<file path="src/hw/rtl/tilt_fusion_pid_macros.svh">
// ---------------------------------------------------------------------------
// Tilt fusion PID assertion macros
// Concurrent assertion wrappers used by the top level of the tilt fusion block.
// ---------------------------------------------------------------------------
`ifndef TILT_FUSION_PID_MACROS_SVH
`define TILT_FUSION_PID_MACROS_SVH

`ifndef SYNTHESIS
`define TFP_ASSERT_IMP(label, ante, cons) \
  label: assert property (@(posedge clk) disable iff (rst) (ante) |-> (cons)) \
    else $error("tilt_fusion_pid assertion failed");
`define TFP_ASSERT_NXT(label, ante, cons) \
  label: assert property (@(posedge clk) disable iff (rst) (ante) |=> (cons)) \
    else $error("tilt_fusion_pid assertion failed");
`else
`define TFP_ASSERT_IMP(label, ante, cons)
`define TFP_ASSERT_NXT(label, ante, cons)
`endif

`endif

</file>
<file path="src/hw/rtl/tfp_pkg.sv">
`timescale 1ns / 1ps
// ---------------------------------------------------------------------------
// Tilt fusion PID package
// Shared widths, constants and the CORDIC arctangent table.
// ---------------------------------------------------------------------------
package tfp_pkg;

  localparam int ANGLE_FRAC_BITS  = 16;
  localparam int CORDIC_STEPS_DEF = 16;
  localparam int TABLE_LEN        = 24;
  localparam int ATAN_W           = 30;

  localparam int MUL_AW     = 42;
  localparam int MUL_BW     = 34;
  localparam int MUL_PW     = 76;
  localparam int MUL_DIGITS = (MUL_BW + 3) / 4;
  localparam int MUL_LW     = MUL_DIGITS * 4;
  localparam int MUL_HW     = MUL_AW + 5;
  localparam int MUL_CW     = $clog2(MUL_DIGITS);

  localparam int DIV_NW = 64;
  localparam int DIV_DW = 32;
  localparam int DIV_CW = $clog2(DIV_NW);

  typedef logic [ATAN_W-1:0] atan_tab_t [TABLE_LEN];

  localparam logic [63:0] FIRST_ATANS [6] = '{
    64'd754974720, 64'd445687602, 64'd235489088,
    64'd119537938, 64'd60000934, 64'd30029717
  };

  function automatic atan_tab_t atan_table();
    atan_tab_t   tab;
    logic [63:0] big;
    logic [63:0] lin;
    logic [63:0] cub;
    big = 64'd961263669 << 20;
    for (int i = 0; i < TABLE_LEN; i++) begin
      if (i < 6) begin
        tab[i] = ATAN_W'(FIRST_ATANS[i]);
      end else begin
        lin = big >> i;
        cub = (3 * i < 64) ? (big >> (3 * i)) / 3 : 64'd0;
        tab[i] = ATAN_W'((lin - cub + 64'd524288) >> 20);
      end
    end
    return tab;
  endfunction

  localparam atan_tab_t ATAN_Q24 = atan_table();

endpackage

</file>
<file path="src/hw/rtl/tfp_mul.sv">
`timescale 1ns / 1ps
// ---------------------------------------------------------------------------
// Tilt fusion PID digit-serial multiplier
// Signed multiply by magnitudes, four multiplier bits per cycle.
// ---------------------------------------------------------------------------
module tfp_mul
  import tfp_pkg::*;
(
  input  logic                     clk,
  input  logic                     rst,
  input  logic                     start,
  input  logic signed [MUL_AW-1:0] a,
  input  logic signed [MUL_BW-1:0] b,
  output logic                     done,
  output logic signed [MUL_PW-1:0] prod,
  output logic        [MUL_PW-1:0] prod_mag
);

  logic                    running;
  logic [MUL_CW-1:0]       cnt;
  logic [MUL_AW-1:0]       a_mag;
  logic [MUL_HW-1:0]       hi;
  logic [MUL_LW-1:0]       lo;
  logic                    neg;
  logic [MUL_AW-1:0]       a_abs;
  logic [MUL_BW-1:0]       b_abs;
  logic [MUL_HW-1:0]       part;
  logic [MUL_HW-1:0]       acc;
  logic [MUL_HW+MUL_LW-1:0] full;

  assign a_abs = a[MUL_AW-1] ? MUL_AW'(-a) : MUL_AW'(a);
  assign b_abs = b[MUL_BW-1] ? MUL_BW'(-b) : MUL_BW'(b);
  assign part  = MUL_HW'(a_mag) * MUL_HW'(lo[3:0]);
  assign acc   = hi + part;
  assign full  = {hi, lo};
  assign prod_mag = full[MUL_PW-1:0];
  assign prod  = neg ? -$signed(prod_mag) : $signed(prod_mag);

  always_ff @(posedge clk) begin
    if (rst) begin
      running <= 1'b0;
      cnt     <= '0;
      done    <= 1'b0;
    end else begin
      done <= 1'b0;
      if (start) begin
        running <= 1'b1;
        cnt     <= '0;
      end else if (running) begin
        cnt <= cnt + 1'b1;
        if (cnt == MUL_CW'(MUL_DIGITS - 1)) begin
          running <= 1'b0;
          done    <= 1'b1;
        end
      end
    end
  end

  always_ff @(posedge clk) begin
    if (start) begin
      a_mag <= a_abs;
      hi    <= '0;
      lo    <= MUL_LW'(b_abs);
      neg   <= a[MUL_AW-1] ^ b[MUL_BW-1];
    end else if (running) begin
      hi <= acc >> 4;
      lo <= {acc[3:0], lo[MUL_LW-1:4]};
    end
  end

endmodule

</file>
<file path="src/hw/rtl/tfp_div.sv">
`timescale 1ns / 1ps
// ---------------------------------------------------------------------------
// Tilt fusion PID serial divider
// Unsigned restoring division, one quotient bit per cycle.
// ---------------------------------------------------------------------------
module tfp_div
  import tfp_pkg::*;
(
  input  logic              clk,
  input  logic              rst,
  input  logic              start,
  input  logic [DIV_NW-1:0] num,
  input  logic [DIV_DW-1:0] den,
  output logic              done,
  output logic [DIV_NW-1:0] quot
);

  logic              running;
  logic [DIV_CW-1:0] cnt;
  logic [DIV_DW-1:0] dsor;
  logic [DIV_DW-1:0] rem;
  logic [DIV_DW:0]   trial;
  logic              take;

  assign trial = {rem, quot[DIV_NW-1]};
  assign take  = trial >= {1'b0, dsor};

  always_ff @(posedge clk) begin
    if (rst) begin
      running <= 1'b0;
      cnt     <= '0;
      done    <= 1'b0;
    end else begin
      done <= 1'b0;
      if (start) begin
        running <= 1'b1;
        cnt     <= '0;
      end else if (running) begin
        cnt <= cnt + 1'b1;
        if (cnt == DIV_CW'(DIV_NW - 1)) begin
          running <= 1'b0;
          done    <= 1'b1;
        end
      end
    end
  end

  always_ff @(posedge clk) begin
    if (start) begin
      dsor <= den;
      rem  <= '0;
      quot <= num;
    end else if (running) begin
      rem  <= take ? DIV_DW'(trial - {1'b0, dsor}) : DIV_DW'(trial);
      quot <= {quot[DIV_NW-2:0], take};
    end
  end

endmodule

</file>
<file path="src/hw/rtl/tilt_fusion_pid.sv">
`timescale 1ns / 1ps
// The 64-step divider (three uses) and the nine-digit multiplier (fourteen uses) do most of the work.
// A finished result waits in the output register while the next request is taken.
// Reset clears the fused angles, integrator, last error and last time stamp and loads
// the register defaults.
// ---------------------------------------------------------------------------
// Tilt fusion PID top level
// Accelerometer/gyro complementary filter for roll and pitch with a PID on roll.
// ---------------------------------------------------------------------------
`include "tilt_fusion_pid_macros.svh"

module tilt_fusion_pid
  import tfp_pkg::*;
#(
  parameter int CORDIC_STEPS = CORDIC_STEPS_DEF
) (
  input  logic               clk,
  input  logic               rst,
  input  logic               psel,
  input  logic               penable,
  input  logic               pwrite,
  input  logic [4:0]         paddr,
  input  logic [31:0]        pwdata,
  output logic [31:0]        prdata,
  output logic               pready,
  input  logic               in_valid,
  output logic               in_stall,
  input  logic signed [15:0] accel_x,
  input  logic signed [15:0] accel_y,
  input  logic signed [15:0] accel_z,
  input  logic signed [15:0] gyro_x,
  input  logic signed [15:0] gyro_y,
  input  logic [31:0]        stamp_ms,
  input  logic signed [31:0] target_roll,
  output logic               out_valid,
  input  logic               out_stall,
  output logic signed [31:0] drive,
  output logic signed [31:0] roll_est,
  output logic signed [31:0] pitch_est
);

  localparam int CW         = 34;
  localparam int STEP_W     = 5;
  localparam int ROOT_ITERS = 30;
  localparam int Y_SHIFT    = 14;
  localparam int ZR_SH      = 24 - ANGLE_FRAC_BITS;
  localparam logic signed [CW-1:0] Z_HALF = CW'(1 << (ZR_SH - 1));
  localparam logic [16:0] WEIGHT_ONE = 17'd65536;
  localparam logic [31:0] GYRO_DIV   = 32'd131000;
  localparam logic [31:0] GYRO_HALF  = 32'd65500;
  localparam logic [15:0] D_SCALE    = 16'd1000;

  localparam logic [2:0] REG_GAIN_P = 3'd0;
  localparam logic [2:0] REG_GAIN_I = 3'd1;
  localparam logic [2:0] REG_GAIN_D = 3'd2;
  localparam logic [2:0] REG_LIMIT  = 3'd3;
  localparam logic [2:0] REG_WEIGHT = 3'd4;

  typedef enum logic [14:0] {
    S_IDLE = 15'b000000000000001,
    S_SQB  = 15'b000000000000010,
    S_SQC  = 15'b000000000000100,
    S_ROOT = 15'b000000000001000,
    S_CORD = 15'b000000000010000,
    S_GYRO = 15'b000000000100000,
    S_INC  = 15'b000000001000000,
    S_BLG  = 15'b000000010000000,
    S_BLA  = 15'b000000100000000,
    S_MP   = 15'b000001000000000,
    S_MI   = 15'b000010000000000,
    S_MD   = 15'b000100000000000,
    S_MT   = 15'b001000000000000,
    S_DQ   = 15'b010000000000000,
    S_OUT  = 15'b100000000000000
  } state_t;

  state_t state, state_next;

  logic signed [23:0] gain_p, gain_i, gain_d;
  logic [14:0]        drive_limit;
  logic [15:0]        gyro_weight;

  logic signed [31:0] roll_angle, pitch_angle, last_error;
  logic signed [47:0] integral_sum;
  logic [31:0]        last_stamp;

  logic signed [15:0] ax, ay, az, gx, gy;
  logic signed [31:0] target;
  logic [31:0]        dt;
  logic               axis;
  logic [STEP_W-1:0]  step;
  logic               mul_go, div_go;

  logic [31:0]          sumsq;
  logic [59:0]          rad;
  logic [31:0]          rem_r;
  logic [29:0]          root;
  logic signed [CW-1:0] cx, cy, cz;
  logic signed [31:0]   acc_ang;
  logic [47:0]          gyro_mag;
  logic signed [31:0]   prop;
  logic signed [49:0]   m1;
  logic signed [31:0]   err;
  logic signed [39:0]   p_term;
  logic signed [40:0]   dq;
  logic signed [50:0]   t_val;
  logic signed [50:0]   d_term;

  logic signed [MUL_AW-1:0] mul_a;
  logic signed [MUL_BW-1:0] mul_b;
  logic                     mul_done;
  logic signed [MUL_PW-1:0] prod;
  logic [MUL_PW-1:0]        prod_mag;
  logic [DIV_NW-1:0]        div_num;
  logic [DIV_DW-1:0]        div_den;
  logic                     div_done;
  logic [DIV_NW-1:0]        div_quot;

  logic signed [16:0] a_sel;
  logic signed [15:0] b_sel, raw_sel;
  logic signed [31:0] ang_sel;
  logic [33:0]        rt_cur, rt_trial;
  logic               rt_take;
  logic [29:0]        root_nv;
  logic signed [CW-1:0] xs, ys, atan_e, cx_n, cy_n, cz_n, zr;
  logic               y_pos;
  logic signed [31:0] acc_nv;
  logic signed [49:0] inc_s, prop_sum, m2, bl_sum;
  logic signed [32:0] err_sum, err_diff;
  logic signed [31:0] err_nv;
  logic signed [39:0] ig;
  logic signed [48:0] int_sum;
  logic [50:0]        t_mag;
  logic signed [50:0] qd;
  logic signed [52:0] ds, lim53;
  logic signed [31:0] drive_nv;
  logic               out_load;
  logic               wr_en;
  logic [2:0]         reg_idx;
  logic               mul_state_next, div_state_next;

  tfp_mul u_mul (
    .clk      (clk),
    .rst      (rst),
    .start    (mul_go),
    .a        (mul_a),
    .b        (mul_b),
    .done     (mul_done),
    .prod     (prod),
    .prod_mag (prod_mag)
  );

  tfp_div u_div (
    .clk   (clk),
    .rst   (rst),
    .start (div_go),
    .num   (div_num),
    .den   (div_den),
    .done  (div_done),
    .quot  (div_quot)
  );

  // Configuration port.
  assign pready  = 1'b1;
  assign wr_en   = psel && penable && pwrite;
  assign reg_idx = paddr[4:2];

  always_comb begin
    unique case (reg_idx)
      REG_GAIN_P: prdata = 32'(gain_p);
      REG_GAIN_I: prdata = 32'(gain_i);
      REG_GAIN_D: prdata = 32'(gain_d);
      REG_LIMIT:  prdata = {17'd0, drive_limit};
      REG_WEIGHT: prdata = {16'd0, gyro_weight};
      default:    prdata = '0;
    endcase
  end

  always_ff @(posedge clk) begin
    if (rst) begin
      gain_p      <= 24'sd65536;
      gain_i      <= 24'sd65536;
      gain_d      <= 24'sd65536;
      drive_limit <= 15'd1000;
      gyro_weight <= 16'd64225;
    end else if (wr_en) begin
      unique case (reg_idx)
        REG_GAIN_P: gain_p      <= pwdata[23:0];
        REG_GAIN_I: gain_i      <= pwdata[23:0];
        REG_GAIN_D: gain_d      <= pwdata[23:0];
        REG_LIMIT:  drive_limit <= pwdata[14:0];
        REG_WEIGHT: gyro_weight <= pwdata[15:0];
        default: ;
      endcase
    end
  end

  // Axis selection: roll uses (ay, ax, az), pitch uses (-ax, ay, az).
  assign a_sel   = axis ? -17'(ax) : 17'(ay);
  assign b_sel   = axis ? ay : ax;
  assign raw_sel = axis ? gy : gx;
  assign ang_sel = axis ? pitch_angle : roll_angle;

  // Square root, two radicand bits per cycle.
  assign rt_cur   = {rem_r, rad[59:58]};
  assign rt_trial = {2'b00, root, 2'b01};
  assign rt_take  = rt_cur >= rt_trial;
  assign root_nv  = {root[28:0], rt_take};

  // CORDIC vectoring step.
  assign xs     = cx >>> step;
  assign ys     = cy >>> step;
  assign y_pos  = !cy[CW-1] && (cy != '0);
  assign atan_e = (step < STEP_W'(TABLE_LEN)) ? CW'({1'b0, ATAN_Q24[step]}) : '0;
  assign cx_n   = y_pos ? cx + ys : cx - ys;
  assign cy_n   = y_pos ? cy - xs : cy + xs;
  assign cz_n   = y_pos ? cz + atan_e : cz - atan_e;
  assign zr     = cz_n + Z_HALF;
  assign acc_nv = (a_sel == '0) ? '0 : 32'(zr >>> ZR_SH);

  // Gyro propagation and blend.
  assign inc_s    = 50'(div_quot[47:0]);
  assign prop_sum = 50'(ang_sel) + (raw_sel[15] ? -inc_s : inc_s);
  assign m2       = prod[49:0];
  assign bl_sum   = m1 + m2 + 50'sd32768;

  // PID arithmetic.
  assign err_sum  = 33'(roll_angle) - 33'(target);
  assign err_nv   = (err_sum[32] != err_sum[31]) ?
                    (err_sum[32] ? 32'sh8000_0000 : 32'sh7FFF_FFFF) : err_sum[31:0];
  assign err_diff = 33'(err) - 33'(last_error);
  assign ig       = prod[55:16];
  assign int_sum  = 49'(integral_sum) + 49'(ig);
  assign t_mag    = t_val[50] ? 51'(-t_val) : 51'(t_val);
  assign qd       = div_quot[50:0];
  assign ds       = 53'(p_term) + 53'(integral_sum) + 53'(d_term);
  assign lim53    = 53'({drive_limit, {ANGLE_FRAC_BITS{1'b0}}});
  assign drive_nv = (ds > lim53) ? 32'(lim53) : ((ds < -lim53) ? 32'(-lim53) : ds[31:0]);

  always_comb begin
    unique case (state)
      S_SQB: begin
        mul_a = MUL_AW'(b_sel);
        mul_b = MUL_BW'(b_sel);
      end
      S_SQC: begin
        mul_a = MUL_AW'(az);
        mul_b = MUL_BW'(az);
      end
      S_GYRO: begin
        mul_a = MUL_AW'(raw_sel);
        mul_b = MUL_BW'({1'b0, dt});
      end
      S_BLG: begin
        mul_a = MUL_AW'(prop);
        mul_b = MUL_BW'({1'b0, gyro_weight});
      end
      S_BLA: begin
        mul_a = MUL_AW'(acc_ang);
        mul_b = MUL_BW'(WEIGHT_ONE - {1'b0, gyro_weight});
      end
      S_MP: begin
        mul_a = MUL_AW'(err);
        mul_b = MUL_BW'(gain_p);
      end
      S_MI: begin
        mul_a = MUL_AW'(err);
        mul_b = MUL_BW'(gain_i);
      end
      S_MD: begin
        mul_a = MUL_AW'(err_diff);
        mul_b = MUL_BW'(gain_d);
      end
      S_MT: begin
        mul_a = MUL_AW'(dq);
        mul_b = MUL_BW'(D_SCALE);
      end
      default: begin
        mul_a = '0;
        mul_b = '0;
      end
    endcase
  end

  always_comb begin
    unique case (state)
      S_INC: begin
        div_num = (DIV_NW'(gyro_mag) << ANGLE_FRAC_BITS) + DIV_NW'(GYRO_HALF);
        div_den = DIV_DW'(GYRO_DIV);
      end
      S_DQ: begin
        div_num = DIV_NW'(t_mag);
        div_den = dt;
      end
      default: begin
        div_num = '0;
        div_den = '0;
      end
    endcase
  end

  always_comb begin
    state_next = state;
    unique case (state)
      S_IDLE: if (in_valid) state_next = S_SQB;
      S_SQB:  if (mul_done) state_next = S_SQC;
      S_SQC:  if (mul_done) state_next = S_ROOT;
      S_ROOT: if (step == STEP_W'(ROOT_ITERS - 1)) state_next = S_CORD;
      S_CORD: if (step == STEP_W'(CORDIC_STEPS - 1)) state_next = S_GYRO;
      S_GYRO: if (mul_done) state_next = S_INC;
      S_INC:  if (div_done) state_next = S_BLG;
      S_BLG:  if (mul_done) state_next = S_BLA;
      S_BLA:  if (mul_done) state_next = axis ? S_MP : S_SQB;
      S_MP:   if (mul_done) state_next = S_MI;
      S_MI:   if (mul_done) state_next = S_MD;
      S_MD:   if (mul_done) state_next = S_MT;
      S_MT:   if (mul_done) state_next = (dt == '0) ? S_OUT : S_DQ;
      S_DQ:   if (div_done) state_next = S_OUT;
      S_OUT:  if (!out_valid || !out_stall) state_next = S_IDLE;
      default: state_next = S_IDLE;
    endcase
  end

  always_comb begin
    case (state_next) inside
      S_SQB, S_SQC, S_GYRO, S_BLG, S_BLA, S_MP, S_MI, S_MD, S_MT: mul_state_next = 1'b1;
      default: mul_state_next = 1'b0;
    endcase
    case (state_next) inside
      S_INC, S_DQ: div_state_next = 1'b1;
      default: div_state_next = 1'b0;
    endcase
  end

  assign in_stall = (state != S_IDLE);
  assign out_load = (state == S_OUT) && (!out_valid || !out_stall);

  always_ff @(posedge clk) begin
    if (rst) begin
      state        <= S_IDLE;
      mul_go       <= 1'b0;
      div_go       <= 1'b0;
      out_valid    <= 1'b0;
      step         <= '0;
      roll_angle   <= '0;
      pitch_angle  <= '0;
      integral_sum <= '0;
      last_error   <= '0;
      last_stamp   <= '0;
    end else begin
      state  <= state_next;
      mul_go <= (state_next != state) && mul_state_next;
      div_go <= (state_next != state) && div_state_next;
      if (out_load) begin
        out_valid <= 1'b1;
      end else if (!out_stall) begin
        out_valid <= 1'b0;
      end
      if (state == S_ROOT || state == S_CORD) begin
        step <= (state_next != state) ? '0 : step + 1'b1;
      end else begin
        step <= '0;
      end
      if (state == S_IDLE && in_valid) begin
        last_stamp <= stamp_ms;
      end
      if (state == S_BLA && mul_done) begin
        if (axis) begin
          pitch_angle <= bl_sum[47:16];
        end else begin
          roll_angle <= bl_sum[47:16];
        end
      end
      if (state == S_MI && mul_done) begin
        integral_sum <= (int_sum[48] != int_sum[47]) ?
                        (int_sum[48] ? 48'sh8000_0000_0000 : 48'sh7FFF_FFFF_FFFF) :
                        int_sum[47:0];
      end
      if (state == S_MD && mul_done) begin
        last_error <= err;
      end
    end
  end

  always_ff @(posedge clk) begin
    unique case (state)
      S_IDLE: begin
        if (in_valid) begin
          ax     <= accel_x;
          ay     <= accel_y;
          az     <= accel_z;
          gx     <= gyro_x;
          gy     <= gyro_y;
          target <= target_roll;
          dt     <= stamp_ms - last_stamp;
          axis   <= 1'b0;
        end
      end
      S_SQB: if (mul_done) sumsq <= prod_mag[31:0];
      S_SQC: begin
        if (mul_done) begin
          rad   <= {sumsq + prod_mag[31:0], 28'd0};
          rem_r <= '0;
          root  <= '0;
        end
      end
      S_ROOT: begin
        rem_r <= rt_take ? 32'(rt_cur - rt_trial) : 32'(rt_cur);
        root  <= root_nv;
        rad   <= rad << 2;
        cx    <= CW'({1'b0, root_nv});
        cy    <= CW'(a_sel) <<< Y_SHIFT;
        cz    <= '0;
      end
      S_CORD: begin
        cx      <= cx_n;
        cy      <= cy_n;
        cz      <= cz_n;
        acc_ang <= acc_nv;
      end
      S_GYRO: if (mul_done) gyro_mag <= prod_mag[47:0];
      S_INC: begin
        if (div_done) begin
          prop <= (prop_sum[49:31] != {19{prop_sum[49]}}) ?
                  (prop_sum[49] ? 32'sh8000_0000 : 32'sh7FFF_FFFF) : prop_sum[31:0];
        end
      end
      S_BLG: if (mul_done) m1 <= prod[49:0];
      S_BLA: begin
        if (mul_done) begin
          axis <= 1'b1;
        end
      end
      S_MP: begin
        if (mul_done) p_term <= prod[55:16];
      end
      S_MI: ;
      S_MD: if (mul_done) dq <= prod[56:16];
      S_MT: begin
        if (mul_done) begin
          t_val  <= prod[50:0];
          d_term <= '0;
        end
      end
      S_DQ: if (div_done) d_term <= t_val[50] ? -qd : qd;
      S_OUT: begin
        if (out_load) begin
          drive     <= drive_nv;
          roll_est  <= roll_angle;
          pitch_est <= pitch_angle;
        end
      end
      default: ;
    endcase
    if (state == S_BLA && mul_done && axis) begin
      err <= err_nv;
    end
  end

  // The error is formed from the fused roll, which is final once pitch is done.
  `TFP_ASSERT_NXT(a_accept_starts, in_valid && !in_stall, state == S_SQB && !axis)
  `TFP_ASSERT_IMP(a_one_unit, 1'b1, !(mul_go && div_go))
  `TFP_ASSERT_IMP(a_cordic_range, state == S_CORD, step <= STEP_W'(CORDIC_STEPS - 1))
  `TFP_ASSERT_NXT(a_result_shown, out_load, out_valid && state == S_IDLE)
  `TFP_ASSERT_IMP(a_go_in_state, mul_go, state != S_IDLE && state != S_OUT)

endmodule

</file>
<file path="config.mk">
export PLATFORM = sky130hd
export DESIGN_NAME = tilt_fusion_pid
export DESIGN_NICKNAME = d
export VERILOG_FILES = /design/src/hw/rtl/tfp_pkg.sv /design/src/hw/rtl/tfp_mul.sv /design/src/hw/rtl/tfp_div.sv /design/src/hw/rtl/tilt_fusion_pid.sv
export VERILOG_INCLUDE_DIRS = /design/src /design/src/hw/rtl
export SDC_FILE = /design/constraint.sdc
export NUM_CORES = 2
export LEC_CHECK = 0
export BUFFER_PORTS_ARGS = -buffer_cell sky130_fd_sc_hd__buf_2
export CORE_MARGIN = 1
export CORE_UTILIZATION = 26
export CTS_BUF_LIST = sky130_fd_sc_hd__clkbuf_4
export CTS_CLUSTER_DIAMETER = 80
export DETAILED_ROUTE_END_ITERATION = 10
export PLACE_DENSITY = 0.51
export SKIP_LAST_GASP = 1
export SLEW_MARGIN = 40
export SYNTH_ARGS = -nofsm -noshare
export SYNTH_HDL_FRONTEND = slang
export SYNTH_SLANG_ARGS = --single-unit
</file>
<file path="constraint.sdc">
create_clock -name clk -period 14.55 [get_ports clk]
set_clock_uncertainty 0.15 [all_clocks]
set_input_delay 2.91 -clock clk [delete_from_list [all_inputs] [get_ports clk]]
set_output_delay 2.91 -clock clk [all_outputs]
set_load 0.02 [all_outputs]
</file>
==> results.rst <==
.. list-table::
   :header-rows: 1

   * - Metric
     - Value
   * - Routed length per placed instance
     - 22.3 um
   * - Final Power
     - 11.7 mW
   * - Cell repeated most along the worst path
     - sky130_fd_sc_hd__buf_4
   * - Pin count of the biggest net entering global routing
     - 136
   * - FF+latch count, synth
     - 1404
   * - Total routed wirelength
     - 368 mm
   * - Worst hold slack across all endpoints
     - around 0.3 ns
   * - Number of design-rule violations left by the first detailed-router iteration
     - 9180
   * - Clock Latency Late Sink
     - ~1.4 ns
   * - Height of the die
     - approximately 620 um
   * - Seq/Total Area, Yosys
     - about two fifths
   * - Launch instance of the worst min-delay path
     - last_error[16]$_SDFFE_PP0P_
   * - Detailed Place HPWL
     - roughly 280 mm
   * - Horizontal die dimension
     - 623 um
   * - Clock sink count
     - 1404
   * - CORE AREA
     - 383000 um2
   * - Peak ir drop on the vdd network
     - 0.0734 mV
   * - Critical path capture point type
     - flip-flop
   * - Post-layout minimum cycle time
     - 9.20 ns
   * - Ratio of total power to cell area
     - approximately 100 nW/um2
   * - Cell at the root of the clock tree
     - sky130_fd_sc_hd__clkbuf_4
   * - Synthesis Warnings
     - 0
   * - Post-CTS setup buffers
     - 0
   * - Register-to-register setup slack
     - 5.35 ns
   * - Hold Crit Class
     - reg -> reg
   * - Htree depth
     - 5
   * - Pre-antenna DRT Iters
     - 8
   * - Number of stages on the worst hold path
     - 2
   * - Via count of the first global-routing pass
     - ~79000
   * - Area Growth Syn to Fin
     - 12.9%
   * - FFs w/ async S/R, synth
     - 0%
   * - Total I/O pin count
     - between 300 and 400
   * - Avg Cell Area, Syn
     - 9.33 um2
   * - Wire length of the first global-routing pass
     - approximately 540 mm
   * - Critical path data arrival time
     - 10.30 ns
   * - Syn Inst Count
     - 10800
   * - Finish-stage setup viols
     - 0
   * - Setup repair after global routing missed its margin
     - false
   * - Netlist area before placement
     - 100000 um2
   * - Number of flops mapped to enable cells by yosys
     - 1011
   * - Transition time at the pin with the least slew margin
     - 1.14 ns
   * - Worst min-delay path endpoint
     - last_error[16]$_SDFFE_PP0P_
   * - Share of the core filled with cells in the final layout
     - 29.6%
   * - Normalized max-slew margin
     - 24.3%
   * - Drt via density
     - 5.14
   * - Non-filler cells, final
     - 16500
   * - Highest Clock Rate
     - 109 MHz
   * - Setup crit start kind
     - flip-flop
   * - Footprint of the multi-input gates
     - 58600 um2
   * - Gates resized, CTS repair
     - 0
   * - Number of CTS-inserted buffers
     - 390
   * - Number of antenna violations at the first check in global routing
     - 57
   * - Largest driver fanout on the critical path
     - 47
   * - Fraction of final layout cells sized beyond drive strength 1
     - 12.9%
   * - Post-CTS clock slew at the launch and capture registers of the worst setup and hold paths
     - 0.07 ns
   * - Lkg Pwr
     - ~44 nW
   * - Initial standard-cell utilization of the core
     - 26.2%
   * - Placed cell count
     - around 16000
   * - Port bufs
     - 307
   * - Worst path slowest cell
     - sky130_fd_sc_hd__or4_1
   * - TritonCTS clock tree
     - built
   * - CTS max path bufs
     - 4
   * - Number of cell rows
     - 227
   * - Worst EP required
     - 15.65 ns
   * - Worst Reg-to-Reg Cells
     - 29
   * - Post-layout net count
     - 12200
   * - R2r startpoint
     - u_mul.lo[1]$_DFFE_PP_
   * - Share of the cycle needed by the critical path after routing
     - 63.2%
   * - Total global routing track utilization
     - 18.3%
   * - Flip-flop cell with the highest count after synthesis
     - sky130_fd_sc_hd__edfxtp_1
   * - Result of the run
     - finished, final reports clean
   * - Mapped Nets
     - between 10000 and 15000
   * - Overall via count from detail_route
     - 84900
   * - Total die area
     - 388000 um2
   * - Kind of critical path
     - reg -> reg
   * - Total global routing overflow
     - 0
   * - Setup_tns
     - 0 ns
   * - Drt drc
     - 0
   * - Largest stage delay on the critical path
     - 0.62 ns
   * - Maxcap violations
     - 0
   * - Number of hold violations in the final report
     - 0
   * - Pins over their slew limit
     - 0
   * - Critical register-to-register path endpoint
     - integral_sum[37]$_SDFFE_PP0P_
   * - Final-layout fill cell count
     - between 40000 and 50000
   * - Count of antenna-violating nets left after detailed routing
     - 0
   * - Routability congestion estimate
     - roughly 0.93
   * - Combined flip-flop and latch cell area
     - ~38000 um2
   * - Number of distinct standard cells referenced by the synthesized netlist
     - 101
   * - # hold bufs at CTS
     - 0
==> layer usage <==
metal / vias up / global-route usage (%) / part of all wire [%]
met5: - / 0 / 0.041
met4: 24 / 6.39 / 3.5
met3: 524 / 4.31 / 8.9
met2: 3256 / 25.9 / 40
met1: 40900 / 26.8 / 47
li1: 40100 / - / -
==> cells in the final DEF (no fill, tap or decap), drive strengths merged, types with 96 or more instances in the layout <==
cell type / netlist / layout
nor2b: 97 / 97
fa: 184 / 184
o31ai: 100 / 100
ha: 663 / 663
a21oi: 893 / 893
a211oi: 150 / 150
edfxtp: 1011 / 1011
o21ai: 595 / 595
and2: 150 / 150
xnor2: 522 / 522
a21o: 268 / 268
clkbuf: 449 / 573
nand2: 1236 / 1236
nor3: 185 / 185
dfxtp: 393 / 393
nor4: 98 / 98
buf: 83 / 506
nor2: 954 / 954
a22oi: 96 / 96
mux4: 96 / 96
inv: 491 / 499
mux2i: 154 / 154
nand3: 213 / 213
nand2b: 102 / 102
clkinv: 0 / 121
xor2: 307 / 307
==> worst max-delay path: cells and delay by family, from the launching register on <==
kind	cells	cell delay (ns)
flops	1	0.36
simple gates	13	4.23
compound gates	7	2.04
xor+xnor	1	0.09
fa+ha+maj	3	0.96
buf+inv	5	1.24
==> where the power goes <==
| part | internal [mW] | total, mW | switching, mW |
|---|---|---|---|
| clock | 1.91 | 3.77 | 1.86 |
| sequential | 4.49 | 4.71 | 0.217 |
| combinational | 1.21 | 3.20 | 1.99 |
| total | 7.62 | 11.7 | 4.06 |
==> cell type report <==
type	count	area share, %
tap	5038	5.57
timing repair buffer	507	2.79
sequential	1404	33.8
clock buffer	572	3.79
clock inverter	138	0.655
antenna	27	0.0597
inverter	491	1.64
multi-input combinational	8328	51.7
==> synthesized netlist by cell type, types with 148 or more instances <==
cell type                     n  area [um2]
sky130_fd_sc_hd__nand2_1   1236        4640
sky130_fd_sc_hd__inv_1      488        1830
sky130_fd_sc_hd__o21ai_0    591        2960
sky130_fd_sc_hd__xnor2_1    521        4560
sky130_fd_sc_hd__ha_1       663        8300
sky130_fd_sc_hd__xor2_1     307        2690
sky130_fd_sc_hd__dfxtp_1    393        7870
sky130_fd_sc_hd__mux2i_1    154        1540
sky130_fd_sc_hd__nor3_1     183         916
sky130_fd_sc_hd__a211oi_1   150        1130
sky130_fd_sc_hd__fa_1       184        3680
sky130_fd_sc_hd__a21oi_1    893        4470
sky130_fd_sc_hd__clkbuf_1   449        1690
sky130_fd_sc_hd__and2_1     148         926
sky130_fd_sc_hd__a21o_1     268        2010
sky130_fd_sc_hd__nand3_1    213        1070
sky130_fd_sc_hd__edfxtp_1  1011       30400
sky130_fd_sc_hd__nor2_1     954        3580
==> worst max path at each step <==
| stage | start | to | slack (ns) | cells after the start |
|---|---|---|---|---|
| floorplan | out_stall | drive[0]$_SDFFCE_PP0P_ | 6.21 | 1 |
| global placement | u_mul.lo[1]$_DFFE_PP_ | integral_sum[4]$_SDFFE_PP0P_ | 5.44 | 29 |
| detailed placement | u_mul.lo[1]$_DFFE_PP_ | integral_sum[38]$_SDFFE_PP0P_ | 5.40 | 29 |
| CTS | u_mul.lo[1]$_DFFE_PP_ | integral_sum[13]$_SDFFE_PP0P_ | 5.37 | 29 |
| global route | u_mul.lo[1]$_DFFE_PP_ | integral_sum[26]$_SDFFE_PP0P_ | 4.79 | 29 |
| finish | u_mul.lo[1]$_DFFE_PP_ | integral_sum[37]$_SDFFE_PP0P_ | 5.35 | 29 |
==> stage by stage <==
step | instance area (um2) | setup slack (ns)
after detailed placement | 108000 | 5.40
after CTS | 113000 | 5.37
after global routing | 113000 | 4.79
after global placement | 108000 | 5.44
final | 113000 | 5.35
after floorplan | 100000 | 6.21
==> kinds of logic (layout without fill, tap and decap cells) <==
| logic type | count (synthesis) | in the layout | synth area share (%) |
|---|---|---|---|
| adder cells (fa/ha/maj) | 893 | 893 | 12.4 |
| multiplexers | 334 | 334 | 4.63 |
| flip-flops | 1404 | 1404 | 38.1 |
| buffers and inverters | 1023 | 1708 | 3.91 |
| XOR/XNOR | 829 | 829 | 7.24 |
| AO/OA/AOI/OAI | 2760 | 2760 | 17.4 |
| other | 2 | 29 | 0.00748 |
| AND/OR/NAND/NOR | 3510 | 3510 | 16.3 |
==> state kept, by name (all words and copies together) (netlist names), 34 cells and up <==
signal,cells
cx,34
cy,34
cz,34
d_term,51
dq,41
gyro_mag,48
integral_sum,48
m1,48
p_term,40
t_val,51
u_div.quot,64
u_mul.a_mag,42
u_mul.hi,43
u_mul.lo,36
Power figures use the tool's default switching activity.
